<file path="src/rtl/rpu_pkg.sv">
`timescale 1ns / 1ps

package rpu_pkg;

   localparam int WORD_W     = 32;
   localparam int ANGLE_W    = 18;
   localparam int T_W        = 19;
   localparam int POSE_DEPTH = 12;
   localparam int WRK_DEPTH  = 21;
   localparam int POS_BASE   = 9;
   localparam int STEP_W     = 7;

   localparam logic signed [WORD_W-1:0] ONE_Q16 = 32'sh0001_0000;

   // command codes carried in tuser
   localparam logic [2:0] OP_ROT_PARENT  = 3'd0;
   localparam logic [2:0] OP_ROT_LOCAL   = 3'd1;
   localparam logic [2:0] OP_MOVE_LOCAL  = 3'd2;
   localparam logic [2:0] OP_MOVE_PARENT = 3'd3;
   localparam logic [2:0] OP_SET_POS     = 3'd4;
   localparam logic [2:0] OP_XFORM       = 3'd5;

   // scratch slots of the rotation build; the matrix itself follows at WRK_ROT
   localparam int WRK_NX_T = 0;
   localparam int WRK_NZ_T = 1;
   localparam int WRK_YY0  = 2;
   localparam int WRK_XX   = 3;
   localparam int WRK_XY   = 4;
   localparam int WRK_XZ   = 5;
   localparam int WRK_YY   = 6;
   localparam int WRK_YZ   = 7;
   localparam int WRK_ZZ   = 8;
   localparam int WRK_XS   = 9;
   localparam int WRK_YS   = 10;
   localparam int WRK_ZS   = 11;
   localparam int WRK_ROT  = 12;

   localparam int ROT_STEPS         = 30;
   localparam int LEN_ROT_PARENT    = 66;
   localparam int LEN_ROT_LOCAL     = 57;
   localparam int LEN_MOVE_LOCAL    = 12;
   localparam int LEN_MOVE_PARENT   = 6;
   localparam int LEN_SET_POS       = 3;
   localparam int LEN_XFORM         = 12;

   typedef enum logic [2:0] {
      SRC_ZERO,
      SRC_POSE,
      SRC_WRK,
      SRC_VEC,
      SRC_COS,
      SRC_SIN,
      SRC_T,
      SRC_ONE
   } src_type;

   typedef struct packed {
      logic       first;
      logic       neg;
      logic       last;
      logic       to_nxt;
      logic [4:0] dst_idx;
   } mac_ctl_type;

   typedef struct packed {
      src_type     a_src;
      logic [3:0]  a_idx;
      src_type     b_src;
      logic [4:0]  b_idx;
      mac_ctl_type ctl;
   } uop_type;

   typedef struct packed {
      logic                     valid;
      logic                     to_nxt;
      logic [4:0]               idx;
      logic signed [WORD_W-1:0] data;
   } wr_type;

   function automatic uop_type mk_uop(src_type as, int ai, src_type bs, int bi,
                                      logic first, logic neg, logic last,
                                      logic to_nxt, int di);
      uop_type u;
      u.a_src       = as;
      u.a_idx       = 4'(ai);
      u.b_src       = bs;
      u.b_idx       = 5'(bi);
      u.ctl.first   = first;
      u.ctl.neg     = neg;
      u.ctl.last    = last;
      u.ctl.to_nxt  = to_nxt;
      u.ctl.dst_idx = 5'(di);
      return u;
   endfunction

   // axis-angle build: twelve products, then nine two-term sums
   function automatic uop_type rot_uop(logic [4:0] s);
      uop_type    u;
      logic [3:0] k;
      int         t1;
      int         t2;
      logic       neg;
      logic       use_cos;
      k       = 4'((s - 5'd12) >> 1);
      t1      = 0;
      t2      = 0;
      neg     = 1'b0;
      use_cos = 1'b0;
      u       = mk_uop(SRC_ZERO, 0, SRC_ZERO, 0, 1'b0, 1'b0, 1'b0, 1'b0, 0);
      case (k)
         4'd0: begin t1 = WRK_XX; use_cos = 1'b1; end
         4'd1: begin t1 = WRK_XY; t2 = WRK_ZS; end
         4'd2: begin t1 = WRK_XZ; t2 = WRK_YS; neg = 1'b1; end
         4'd3: begin t1 = WRK_XY; t2 = WRK_ZS; neg = 1'b1; end
         4'd4: begin t1 = WRK_YY; use_cos = 1'b1; end
         4'd5: begin t1 = WRK_YZ; t2 = WRK_XS; end
         4'd6: begin t1 = WRK_XZ; t2 = WRK_YS; end
         4'd7: begin t1 = WRK_YZ; t2 = WRK_XS; neg = 1'b1; end
         4'd8: begin t1 = WRK_ZZ; use_cos = 1'b1; end
         default: ;
      endcase
      if (s < 5'd12) begin
         case (s)
            5'd0:  u = mk_uop(SRC_VEC, 0, SRC_T, 0, 1'b1, 1'b0, 1'b1, 1'b0, WRK_NX_T);
            5'd1:  u = mk_uop(SRC_VEC, 2, SRC_T, 0, 1'b1, 1'b0, 1'b1, 1'b0, WRK_NZ_T);
            5'd2:  u = mk_uop(SRC_VEC, 1, SRC_VEC, 1, 1'b1, 1'b0, 1'b1, 1'b0, WRK_YY0);
            5'd3:  u = mk_uop(SRC_VEC, 0, SRC_WRK, WRK_NX_T, 1'b1, 1'b0, 1'b1, 1'b0, WRK_XX);
            5'd4:  u = mk_uop(SRC_VEC, 1, SRC_WRK, WRK_NX_T, 1'b1, 1'b0, 1'b1, 1'b0, WRK_XY);
            5'd5:  u = mk_uop(SRC_VEC, 2, SRC_WRK, WRK_NX_T, 1'b1, 1'b0, 1'b1, 1'b0, WRK_XZ);
            5'd6:  u = mk_uop(SRC_T, 0, SRC_WRK, WRK_YY0, 1'b1, 1'b0, 1'b1, 1'b0, WRK_YY);
            5'd7:  u = mk_uop(SRC_VEC, 1, SRC_WRK, WRK_NZ_T, 1'b1, 1'b0, 1'b1, 1'b0, WRK_YZ);
            5'd8:  u = mk_uop(SRC_VEC, 2, SRC_WRK, WRK_NZ_T, 1'b1, 1'b0, 1'b1, 1'b0, WRK_ZZ);
            5'd9:  u = mk_uop(SRC_VEC, 0, SRC_SIN, 0, 1'b1, 1'b0, 1'b1, 1'b0, WRK_XS);
            5'd10: u = mk_uop(SRC_VEC, 1, SRC_SIN, 0, 1'b1, 1'b0, 1'b1, 1'b0, WRK_YS);
            5'd11: u = mk_uop(SRC_VEC, 2, SRC_SIN, 0, 1'b1, 1'b0, 1'b1, 1'b0, WRK_ZS);
            default: ;
         endcase
      end else if (!s[0]) begin
         u = mk_uop(SRC_ONE, 0, SRC_WRK, t1, 1'b1, 1'b0, 1'b0, 1'b0, 0);
      end else if (use_cos) begin
         u = mk_uop(SRC_COS, 0, SRC_ONE, 0, 1'b0, 1'b0, 1'b1, 1'b0, WRK_ROT + int'(k));
      end else begin
         u = mk_uop(SRC_ONE, 0, SRC_WRK, t2, 1'b0, neg, 1'b1, 1'b0, WRK_ROT + int'(k));
      end
      return u;
   endfunction

   function automatic logic [STEP_W-1:0] prog_len(logic [2:0] op);
      logic [STEP_W-1:0] n;
      case (op)
         OP_ROT_PARENT:  n = STEP_W'(LEN_ROT_PARENT);
         OP_ROT_LOCAL:   n = STEP_W'(LEN_ROT_LOCAL);
         OP_MOVE_LOCAL:  n = STEP_W'(LEN_MOVE_LOCAL);
         OP_MOVE_PARENT: n = STEP_W'(LEN_MOVE_PARENT);
         OP_SET_POS:     n = STEP_W'(LEN_SET_POS);
         OP_XFORM:       n = STEP_W'(LEN_XFORM);
         default:        n = '0;
      endcase
      return n;
   endfunction

   // microcode for one command: each step is one product into the accumulator
   function automatic uop_type prog_uop(logic [2:0] op, logic [STEP_W-1:0] step);
      uop_type u;
      int      n;
      int      col;
      int      row;
      int      k;
      int      i;
      u = mk_uop(SRC_ZERO, 0, SRC_ZERO, 0, 1'b0, 1'b0, 1'b0, 1'b0, 0);
      n = 0;
      if (op == OP_ROT_PARENT || op == OP_ROT_LOCAL) begin
         if (step < STEP_W'(ROT_STEPS)) u = rot_uop(step[4:0]);
         n = ROT_STEPS;
         for (col = 0; col < 3; col++) begin
            for (row = 0; row < 3; row++) begin
               for (k = 0; k < 3; k++) begin
                  if (step == STEP_W'(n)) begin
                     if (op == OP_ROT_PARENT)
                        u = mk_uop(SRC_POSE, col*3 + k, SRC_WRK, WRK_ROT + k*3 + row,
                                   k == 0, 1'b0, k == 2, 1'b1, col*3 + row);
                     else
                        u = mk_uop(SRC_POSE, k*3 + row, SRC_WRK, WRK_ROT + col*3 + k,
                                   k == 0, 1'b0, k == 2, 1'b1, col*3 + row);
                  end
                  n++;
               end
            end
         end
         if (op == OP_ROT_PARENT) begin
            for (i = 0; i < 3; i++) begin
               for (k = 0; k < 3; k++) begin
                  if (step == STEP_W'(n))
                     u = mk_uop(SRC_POSE, POS_BASE + k, SRC_WRK, WRK_ROT + k*3 + i,
                                k == 0, 1'b0, k == 2, 1'b1, POS_BASE + i);
                  n++;
               end
            end
         end
      end else if (op == OP_MOVE_LOCAL || op == OP_XFORM) begin
         for (i = 0; i < 3; i++) begin
            if (step == STEP_W'(n)) begin
               if (op == OP_MOVE_LOCAL)
                  u = mk_uop(SRC_POSE, POS_BASE + i, SRC_ONE, 0,
                             1'b1, 1'b0, 1'b0, 1'b1, 0);
               else
                  u = mk_uop(SRC_POSE, POS_BASE + i, SRC_VEC, 3,
                             1'b1, 1'b0, 1'b0, 1'b1, 0);
            end
            n++;
            for (k = 0; k < 3; k++) begin
               if (step == STEP_W'(n))
                  u = mk_uop(SRC_POSE, k*3 + i, SRC_VEC, k,
                             1'b0, 1'b0, k == 2, 1'b1, POS_BASE + i);
               n++;
            end
         end
      end else if (op == OP_MOVE_PARENT) begin
         for (i = 0; i < 3; i++) begin
            if (step == STEP_W'(n))
               u = mk_uop(SRC_POSE, POS_BASE + i, SRC_ONE, 0, 1'b1, 1'b0, 1'b0, 1'b1, 0);
            n++;
            if (step == STEP_W'(n))
               u = mk_uop(SRC_ONE, 0, SRC_VEC, i, 1'b0, 1'b0, 1'b1, 1'b1, POS_BASE + i);
            n++;
         end
      end else if (op == OP_SET_POS) begin
         for (i = 0; i < 3; i++) begin
            if (step == STEP_W'(n))
               u = mk_uop(SRC_ONE, 0, SRC_VEC, i, 1'b1, 1'b0, 1'b1, 1'b1, POS_BASE + i);
            n++;
         end
      end
      return u;
   endfunction

endpackage

</file>
<file path="src/rtl/rpu_mac.sv">
`timescale 1ns / 1ps

module rpu_mac
   import rpu_pkg::*;
(
   input  logic                     clock,
   input  logic                     reset,
   input  logic                     issue,
   input  logic signed [WORD_W-1:0] op_a,
   input  logic signed [WORD_W-1:0] op_b,
   input  mac_ctl_type              ctl,
   output logic                     busy,
   output wr_type                   wr
);

   logic signed [63:0]       prod_ff;
   mac_ctl_type              ctl1_ff;
   logic                     v1_ff;
   logic signed [WORD_W-1:0] q_ff;
   logic signed [WORD_W-1:0] q_in;
   mac_ctl_type              ctl2_ff;
   logic                     v2_ff;
   logic signed [34:0]       acc_ff;
   logic signed [34:0]       acc_in;
   logic signed [63:0]       rnd;
   logic signed [47:0]       shifted;
   logic signed [34:0]       term;

   // round half up to Q16.16, then clamp to 32 bits
   always_comb begin
      rnd     = prod_ff + 64'sd32768;
      shifted = rnd[63:16];
      if (shifted > 48'sd2147483647)
         q_in = 32'sh7FFF_FFFF;
      else if (shifted < -48'sd2147483648)
         q_in = 32'sh8000_0000;
      else
         q_in = shifted[31:0];
   end

   always_comb begin
      term   = ctl2_ff.neg ? -35'(q_ff) : 35'(q_ff);
      acc_in = (ctl2_ff.first ? 35'sd0 : acc_ff) + term;
   end

   always_ff @(posedge clock) begin
      if (reset) begin
         v1_ff <= 1'b0;
         v2_ff <= 1'b0;
      end else begin
         v1_ff <= issue;
         v2_ff <= v1_ff;
      end
      prod_ff <= op_a * op_b;
      ctl1_ff <= ctl;
      q_ff    <= q_in;
      ctl2_ff <= ctl1_ff;
      if (v2_ff) acc_ff <= acc_in;
   end

   assign busy = v1_ff | v2_ff;

   always_comb begin
      wr.valid  = v2_ff & ctl2_ff.last;
      wr.to_nxt = ctl2_ff.to_nxt;
      wr.idx    = ctl2_ff.dst_idx;
      if (acc_in > 35'sd2147483647)
         wr.data = 32'sh7FFF_FFFF;
      else if (acc_in < -35'sd2147483648)
         wr.data = 32'sh8000_0000;
      else
         wr.data = acc_in[31:0];
   end

endmodule

</file>
<file path="config.mk">
export PLATFORM = sky130hd
export DESIGN_NAME = rpu_mac
export DESIGN_NICKNAME = d
export VERILOG_FILES = /design/src/rtl/rpu_pkg.sv /design/src/rtl/rpu_mac.sv
export SDC_FILE = /design/constraint.sdc
export NUM_CORES = 2
export LEC_CHECK = 0
export BUFFER_PORTS_ARGS = -buffer_cell sky130_fd_sc_hd__buf_2
export CORE_MARGIN = 4
export CORE_UTILIZATION = 55
export CTS_BUF_LIST = sky130_fd_sc_hd__clkbuf_4 sky130_fd_sc_hd__clkbuf_8 sky130_fd_sc_hd__clkbuf_16
export DETAILED_ROUTE_END_ITERATION = 16
export GPL_TIMING_DRIVEN = 1
export PLACE_DENSITY = 0.76
export REMOVE_ABC_BUFFERS = 1
export SKIP_CTS_REPAIR_TIMING = 1
export SYNTH_ARGS = -nofsm -noshare
export SYNTH_HDL_FRONTEND = slang
export SYNTH_SLANG_ARGS = --single-unit
</file>
<file path="constraint.sdc">
create_clock -name clock -period 18.5 [get_ports clock]
set_clock_uncertainty 0.2 [all_clocks]
set_input_delay 1.85 -clock clock [delete_from_list [all_inputs] [get_ports clock]]
set_output_delay 1.85 -clock clock [all_outputs]
set_load 0.01 [all_outputs]
</file>
==> key figures <==
Finish
  – Number of fillers in the final layout: 6688
  – Layout cells sized above 1: roughly 4.3%
  – Most common cell after layout, fill and taps aside: fa_1
  – NumNets Final: 5899
  – P&R area growth vs syn: 4.06%
  – Commonest non-fill, non-tap cells in the layout: fa_1, inv_1, nand2_1
  – Post-route core utilization: between 50 and 60%

Critical path
  – Crit path capture type: flip-flop
  – CP cell instances: buf_2 > nand2_1 > inv_1 > fa_1 > fa_1 > fa_1 > fa_1 > fa_1 > fa_1 > fa_1 > fa_1 > ha_1 > nand2_1 > or4_1 > nor2b_1 > o21ai_0 > a211o_1 > nand2_1 > a21o_1 > a21boi_0 > o21ba_2 > xnor2_1
  – CP max FO: 32
  – Cell seen most often among critical-path stages: fa_1
  – Buf/Inv on CP: 2
  – Max stage delay on crit path: about 1.0 ns
  – FF-to-FF path depth: 15
  – Crit Path Class: in2reg
  – Worst Setup Start Kind: input port
  – CP max stage cell: fa_1
  – Arrival @ worst endpoint: between 10 and 15 ns
  – CP delay by family, top: adder cells
  – CP Data Required Time: 18.60 ns
  – Number of cells on the critical path: 22

Synth
  – Mapped Avg Cell Area: approximately 9.3 sq um
  – Syn Inst Count: about 4600
  – Post-synth top area cell: fa_1
  – Synth Flop Type: dfxtp_1
  – Post-synth EDFFs: 35
  – Yosys reg bits: 136
  – Synth top area cells: fa_1, inv_1, and2_1
  – Yosys top cell area share: 50.5%
  – Yosys warning count: 0
  – Yosys cell types: 70
  – Register area share after synthesis: approximately 7.2%
  – Async set-reset flop share out of synthesis: 0%
  – Synth Cell Area: ~43000 sq um

Timing
  – RSZ-0062 raised after global routing: false
  – Slew at the pin closest to its max-slew limit: 1.09 ns
  – Crit share post-route: a little under three fifths
  – Fin Setup TNS: 0 ns
  – # setup viols final: 0
  – Final min period: around 10 ns
  – Slew Viols, Final: 0
  – Slew headroom: between 20% and 30%
  – Final Hold Violating Endpoints: 0
  – FMAX: ~97 MHz

Run status
  – Status: completed

Floorplanning
  – Total core area: roughly 77000 sq um
  – Full die area: just over 80000 sq um
  – Die Y: 287 microns
  – Initial Util: 55.5%
  – Die X: about 290 microns
  – Number of core rows: 102
  – Number of I/O pins: between 100 and 150

Clock network
  – Num CTS Buffers: 17
  – Max clock buf depth: 2
  – Clk root buf: clkbuf_16
  – Clk pin slew, worst setup/hold paths: ~0.06 ns
  – Worst-skew pair later-pin latency: about 0.42 ns
  – Total clock sinks: 136
  – TritonCTS clock tree: yes
  – Htree depth: 4

Route
  – First drt pass iteration count: 6
  – 1st-iter DRT viols: about 2200
  – Vias per cell: around 5.5
  – Routed Wire Length: roughly 110000 microns
  – Post-DRT Antenna Nets: 0
  – Vias: just over 30000
  – WL/cell: between 15 and 20 microns
  – Post-route DRC: 0

Worst hold path
  – HP Class: reg2reg
  – Cell depth of the worst hold path: 0

GRT
  – Pin count of the biggest net entering global routing: 36
  – Total grt overflow: 0
  – Vias in the first global route: 34473
  – Antenna violations before repair: 2
  – First-pass GRT wire length: around 180000 microns
  – Total track usage: 27.7%

Flow run
  – Max-cap violations: 0

Placed design
  – Port Buffer Count: 115
  – RePlAce Congestion: between 0.9 and 1
  – DP HPWL: roughly 86000 microns
## synth_stat cells (7+ instances only)
cell type	count
a211oi_1	14
a21o_1	33
a21oi_1	83
and2_1	507
and3_1	11
buf_2	7
buf_4	7
clkbuf_1	215
dfxtp_1	101
edfxtp_1	35
fa_1	1082
ha_1	216
inv_1	1006
nand2_1	580
nand2b_1	16
nand3_1	41
nand4_1	16
nor2_1	101
nor2b_1	45
nor3_1	48
o21a_1	11
o21ai_0	75
o21ai_1	21
o21bai_1	19
o2bb2ai_1	29
o31ai_1	16
or3_1	8
or4_1	8
xnor2_1	105
xor2_1	43
## final timing paths
path,from,endpoint,slack (ns)
hold / removal,ctl1_ff[1]$_DFF_P_,wr[33]$_DFF_P_,0.12
setup reg to reg,q_ff[9]$_SDFF_PN1_,acc_ff[34]$_DFFE_PP_,13.11
hold reg to reg,ctl1_ff[1]$_DFF_P_,wr[33]$_DFF_P_,0.12
setup / recovery,op_b[2],prod_ff[59]$_DFF_P_,8.19
## worst reg2reg max path: stages, from the launching register on
cell and delay, ns:
dfxtp_1 0.33, or3_1 0.40, or3_1 0.38, or3_1 0.40, o21ai_0 0.21, xnor2_1 0.19, ha_1 0.36, a2111oi_0 0.48
o21ai_0 0.17, a32oi_1 0.25, a21oi_1 0.20, o2111ai_1 0.37, a41oi_1 0.29, or4_1 0.55, nand3_1 0.10, buf_4 0.30
## state kept, by name (all words and copies together), names as in the netlist
| register | flops |
|---|---|
| prod_ff | 49 |
| acc_ff | 35 |
| q_ff | 32 |
| ctl1_ff | 9 |
| wr | 6 |
| ctl2_ff | 3 |
| v1_ff | 1 |
| v2_ff | 1 |
## cell type report
class                      count  area (sq um)  share of cell area (%)
multi-input combinational   3223         35200                    78.7
inverter                    1006          3780                    8.46
sequential                   136          3070                    6.88
tap                         1040          1300                    2.91
timing repair buffer         141           771                    1.73
clock buffer                  21           497                    1.11
clock inverter                11          82.6                   0.185
antenna                        1          2.50                 0.00560
## routing by layer
| metal | share of wire, % | vias up | GRT usage (%) | wire (microns) |
|---|---|---|---|---|
| li1 | - | 13447 | - | - |
| met1 | 38 | 15761 | 34.9 | 41200 |
| met2 | 49 | 1312 | 47.6 | 52800 |
| met3 | 6.9 | 349 | 3.52 | 7490 |
| met4 | 6.3 | 2 | 13.5 | 6800 |
| met5 | 0.012 | - | 0 | 13 |
## logic make-up after synthesis
group | Yosys count | share of synthesized area (%)
compound gates | 365 | 5.54
fa+ha+maj | 1298 | 56.8
flops | 136 | 7.16
xor+xnor | 148 | 3.02
buf+inv | 1237 | 10.9
simple gates | 1408 | 16.5
mux | 4 | 0.102
## through the flow
| stage | instances | hold WS, ns | instance area, sq um | setup slack [ns] |
|---|---|---|---|---|
| 2_1_floorplan | 4365 | 0.110 | 42000 | 9.49 |
| 3_3_place_gp | 5546 | 0.110 | 44100 | 7.97 |
| 3_5_place_dp | 5546 | 0.114 | 44100 | 7.86 |
| 4_1_cts | 5578 | 0.123 | 44700 | 8.29 |
| 5_1_grt | 5578 | 0.133 | 44700 | 7.93 |
| 6_report | 5579 | 0.122 | 44700 | 8.19 |
Power is left out: the tool's default activity adds up to more than one toggle a clock period on the data nets, which glitch-free logic cannot reach.
